$ cat config.mk
export PLATFORM = sky130hd
export DESIGN_NAME = tmhq_cell
export DESIGN_NICKNAME = d
export VERILOG_FILES = /design/src/sv/tmhq_pkg.sv /design/src/sv/tmhq_cell.sv
export SDC_FILE = /design/constraint.sdc
export NUM_CORES = 1
export LEC_CHECK = 0
export ABC_AREA = 1
export BUFFER_PORTS_ARGS = -buffer_cell sky130_fd_sc_hd__buf_2
export CAP_MARGIN = 20
export CORE_MARGIN = 2
export CORE_UTILIZATION = 43
export CTS_BUF_LIST = sky130_fd_sc_hd__clkbuf_16
export DETAILED_ROUTE_END_ITERATION = 12
export GPL_TIMING_DRIVEN = 0
export PLACE_DENSITY = 0.77
export SYNTH_ARGS = -nofsm -noshare
export SYNTH_HDL_FRONTEND = slang
export SYNTH_SLANG_ARGS = --single-unit
$ cat constraint.sdc
create_clock -name clock -period 2.2 [get_ports clock]
set_input_delay 0.44 -clock clock [delete_from_list [all_inputs] [get_ports clock]]
set_output_delay 0.44 -clock clock [all_outputs]
set_load 0.05 [all_outputs]
$ cat src/sv/tmhq_pkg.sv
`timescale 1ns / 1ps

package tmhq_pkg;

   localparam int KIND_W       = 2;
   localparam int NOW_W        = 48;
   localparam int TIMEOUT_W    = 31;
   localparam int ID_W         = 32;
   localparam int WAIT_W       = 32;
   localparam int EXP_W        = NOW_W + 1;
   localparam int CAPACITY_DEF = 32;
   localparam int MAX_FIRE     = 32;
   localparam int FIRE_W       = $clog2(MAX_FIRE + 1);

   localparam logic [EXP_W-1:0] WAIT_MAX = EXP_W'(64'h7FFF_FFFF);

   typedef enum logic [KIND_W-1:0] {
      KIND_ADD    = 2'd0,
      KIND_CANCEL = 2'd1,
      KIND_TICK   = 2'd2
   } req_kind_type;

   typedef enum logic [1:0] {
      RK_ID     = 2'd0,
      RK_CANCEL = 2'd1,
      RK_FIRE   = 2'd2,
      RK_WAIT   = 2'd3
   } rsp_kind_type;

   typedef enum logic [1:0] {
      CELL_HOLD,
      CELL_INSERT,
      CELL_CANCEL,
      CELL_SHIFT
   } cell_op_type;

   typedef struct packed {
      logic             valid;
      logic             cancelled;
      logic [ID_W-1:0]  id;
      logic [EXP_W-1:0] expiry;
   } entry_type;

   typedef struct packed {
      cell_op_type      op;
      logic [ID_W-1:0]  id;
      logic [EXP_W-1:0] expiry;
   } cell_ctrl_type;

   typedef struct packed {
      rsp_kind_type             result_kind;
      logic [ID_W-1:0]          timer_id;
      logic signed [WAIT_W-1:0] wait_ms;
      logic                     full_error;
      logic                     last;
   } rsp_type;

endpackage

$ cat src/sv/tmhq_cell.sv
`timescale 1ns / 1ps

module tmhq_cell (
   input  logic                    clock,
   input  logic                    reset,
   input  tmhq_pkg::cell_ctrl_type ctrl,
   input  tmhq_pkg::entry_type     prev_entry,
   input  logic                    prev_gt,
   input  tmhq_pkg::entry_type     next_entry,
   output tmhq_pkg::entry_type     entry,
   output logic                    gt
);
   import tmhq_pkg::*;

   entry_type entry_ff;
   entry_type entry_in;

   // An empty cell counts as later than any new timer, so the queue stays sorted
   // by expiry with equal expiries kept in insertion order.
   assign gt = !entry_ff.valid || (entry_ff.expiry > ctrl.expiry);

   always_comb begin
      entry_in = entry_ff;
      case (ctrl.op)
         CELL_INSERT: begin
            if (gt) begin
               if (prev_gt) begin
                  entry_in = prev_entry;
               end else begin
                  entry_in.valid     = 1'b1;
                  entry_in.cancelled = 1'b0;
                  entry_in.id        = ctrl.id;
                  entry_in.expiry    = ctrl.expiry;
               end
            end
         end
         CELL_CANCEL: begin
            if (entry_ff.valid && (entry_ff.id == ctrl.id)) begin
               entry_in.cancelled = 1'b1;
            end
         end
         CELL_SHIFT: begin
            entry_in = next_entry;
         end
         default: begin
            entry_in = entry_ff;
         end
      endcase
   end

   always_ff @(posedge clock) begin
      if (reset) begin
         entry_ff <= '0;
      end else begin
         entry_ff <= entry_in;
      end
   end

   assign entry = entry_ff;

endmodule

==> impl_metrics.yaml <==
outcome:
  status: "finished with violations"
  violations: "setup timing"
die:
  rows: 46
  die_w_microns: 132
  start_util_pct: 44.0
  dieArea_sq_um: 17300
  io_pins: 336
  die_y_microns: 132
  core_sq_um: 15900
timing:
  tns_ps: -12110
  fin_skew_ps: 8.85
  rsz0062_at_grt: "true"
  fin_crit_sh_pct: 110
  hold_viol: 0
  finalSetupViolations: 84
  drv_slew: 0
  setup_ws_ps: -227
  relSlewSlack_pct: 42.5
  tightest_slew_ps: 862
  fmax_mhz: 412
  finalCriticalPeriod_ps: 2430
  timing.hold.ws_ps: 422
drt:
  drc: 0
  viasPerCell: 5.26
  drt-total-wl_microns: 27500
  final_antenna_net_count: 0
  first_pass_iters: 6
  wire_per_inst_microns: 16.6
  initialDrtViolationCount: 641
  vias: 8733
worst_setup_path:
  crit_buf_inv: 1
  cp_common_cell: "nand2_1"
  cp-end-kind: "output pin"
  path_cells: "ha_4 > nand2_4 > nor2_4 > nand4_1 > nor2_4 > nand2_1 > nand2_1 > nor2_1 > nand2_1 > nand2_2 > nand2_2 > buf_8"
  r2r-end: "entry[38]"
  reg2reg_from: "entry[32]"
  slowest_stage: "dfxtp_4"
  critical_path.max_fanout: 3
  critPathTopFamily: "simple AND/OR/NAND/NOR gates"
  path_class: "reg2out"
  r2r_cells: 17
  r2r_setup_slack_ps: -210
  cp.arrival_ps: 1990
  required_ps: 1760
  critPathMaxStageDelay_ps: 360
  start_kind: "flip-flop"
finish:
  drive_above_1_share_pct: 38.1
  final_cells: 1660
  syn_to_final_growth_pct: 45.7
  final_common_cell: "buf_2"
  nets: 1740
  antennaDiodeCount: 0
  post-route-util_pct: 64.1
  final_cell_mix: "buf_2 (345), nand2_1 (259), nor2_1 (102), o21ai_0 (89), inv_1 (86)"
  largest_reg_flops: 83
  final_cell_area_sq_um: 10200
synthesis:
  synth.top_cell.area_share_pct: 23.8
  synth_top_area_cell: "dfxtp_1"
  synth.avg_cell_area_sq_um: 6.48
  synth_cells: 1078
  synth_area_sq_um: 6990
  yosys_warnings: 0
  synth-seq-area-share_pct: 23.8
  synth.area.top_cells: "dfxtp_1 (24%), nand2_1 (14%), ha_1 (8.8%), a21oi_1 (7.2%), mux2i_1 (6.9%)"
  synth_cell_types: 34
  ys_ff_latch: 83
  synth.net_count: 1379
clocking:
  cts.sinks: 83
  h-tree-depth: 3
  cts_buffers: 9
  tritoncts: "yes"
  worstSkewPairLatency_ps: 350
  cts_buffer_depth: 2
  clk_pin_slew_worst_paths_ps: 60
  root_buffer: "clkbuf_16"
place:
  port_buffers: 334
  place_ws_ps: -344
  dp_cells: 1628
  dp_hpwl_microns: 20500
  place_congestion: 0.926
  placed_area_sq_um: 8970
grt:
  antenna_found_initial: 0
  grt_pass1_vias: 8135
  track_usage_pct: 29.8
  gr-total-overflow: 0
  grt_max_degree: 14
  grt_pass1_wl_microns: 41600
power_and_ir_drop:
  cellLeakagePower_nw: 5.52
  finalPower_mw: 5.57
  power_density_nw_per_um2: 547
  vdd_drop_max_mv: 0.408
worst_hold_path:
  holdPathStages: 4
  hold_class: "in2reg"
  min-delay-start: "reset"
  min_to: "entry[82]"
job:
  drv_cap: 0
## layout make-up
cell class              instances  area, sq um
inverters                      90          338
clock inverters                 7         83.8
plain buffers                  73          534
fillers                      1467         5700
well taps                     216          270
repair buffers                350         1930
multi-input cells             832         5090
flip-flops and latches         83         1710
clock buffers                   9          225
## where the power goes
| group | total (mW) | internal (mW) | switching (mW) |
|---|---|---|---|
| clock | 1.62 | 0.981 | 0.636 |
| combinational | 2.15 | 0.799 | 1.35 |
| sequential | 1.80 | 1.64 | 0.160 |
## metal layers
metal	GRT usage [%]	share of wire (%)
met5	0	0
met4	9.42	2.1
met3	5.25	7.3
met2	51.9	49
met1	37.2	41
## how the worst max path moves through the flow
stage	start	slack, ps	end	cells after the start
3_3_place_gp	ctrl[48]	-310	gt	16
6_report	entry[32]	-230	gt	12
5_1_grt	entry[32]	-350	entry[34]	17
3_5_place_dp	ctrl[48]	-340	gt	16
2_1_floorplan	entry[3]	1	entry[80]	17
4_1_cts	entry[36]	-210	gt	14
## worst register-to-register path: cells and delay by family (launching register included)
kind / cells / cell delay (ps)
compound gates: 2 / 300
fa+ha+maj: 1 / 250
simple gates: 9 / 700
flops: 1 / 360
buf+inv: 5 / 710
## logic make-up (layout without fill, tap and decap cells)
family,Yosys count,in the layout,share of synthesized area [%]
xor+xnor,14,14,1.75
fa+ha+maj,49,49,8.77
simple gates,504,504,31.4
mux,48,48,6.87
flops,83,83,23.8
buf+inv,163,529,10.9
compound gates,217,217,16.5
## Yosys cell counts
| cell | n |
|---|---|
| nand2_1 | 266 |
| nor2_1 | 106 |
| a21oi_1 | 100 |
| o21ai_0 | 89 |
| inv_1 | 86 |
| nand3_1 | 85 |
| dfxtp_1 | 83 |
| ha_1 | 49 |
| mux2i_1 | 48 |
| clkbuf_1 | 26 |
| nand3_2 | 18 |
| buf_1 | 17 |
| o211ai_1 | 17 |
| buf_6 | 16 |
| buf_2 | 13 |
| xor2_1 | 10 |
| nand4_1 | 7 |
| nor3_1 | 6 |
| or2_2 | 6 |
| a21o_1 | 4 |
| xnor2_1 | 4 |
| inv_2 | 3 |
| o2111ai_1 | 3 |
| o22ai_1 | 3 |
| nand2_2 | 2 |
| nand3b_1 | 2 |
| nor2_2 | 2 |
| a211oi_1 | 1 |
| and3_1 | 1 |
| buf_12 | 1 |
| clkinv_1 | 1 |
| nand3_4 | 1 |
| nor4_1 | 1 |
| nor4b_1 | 1 |
## what timing repair did
action	in CTS	in global routing
hold buffers	0	0
gates resized for setup	58	90
cloned	4	2
endpoints found under the setup margin	71	84
setup buffers	8	3
pin swaps	15	8
(Power assumes the default switching activity.)
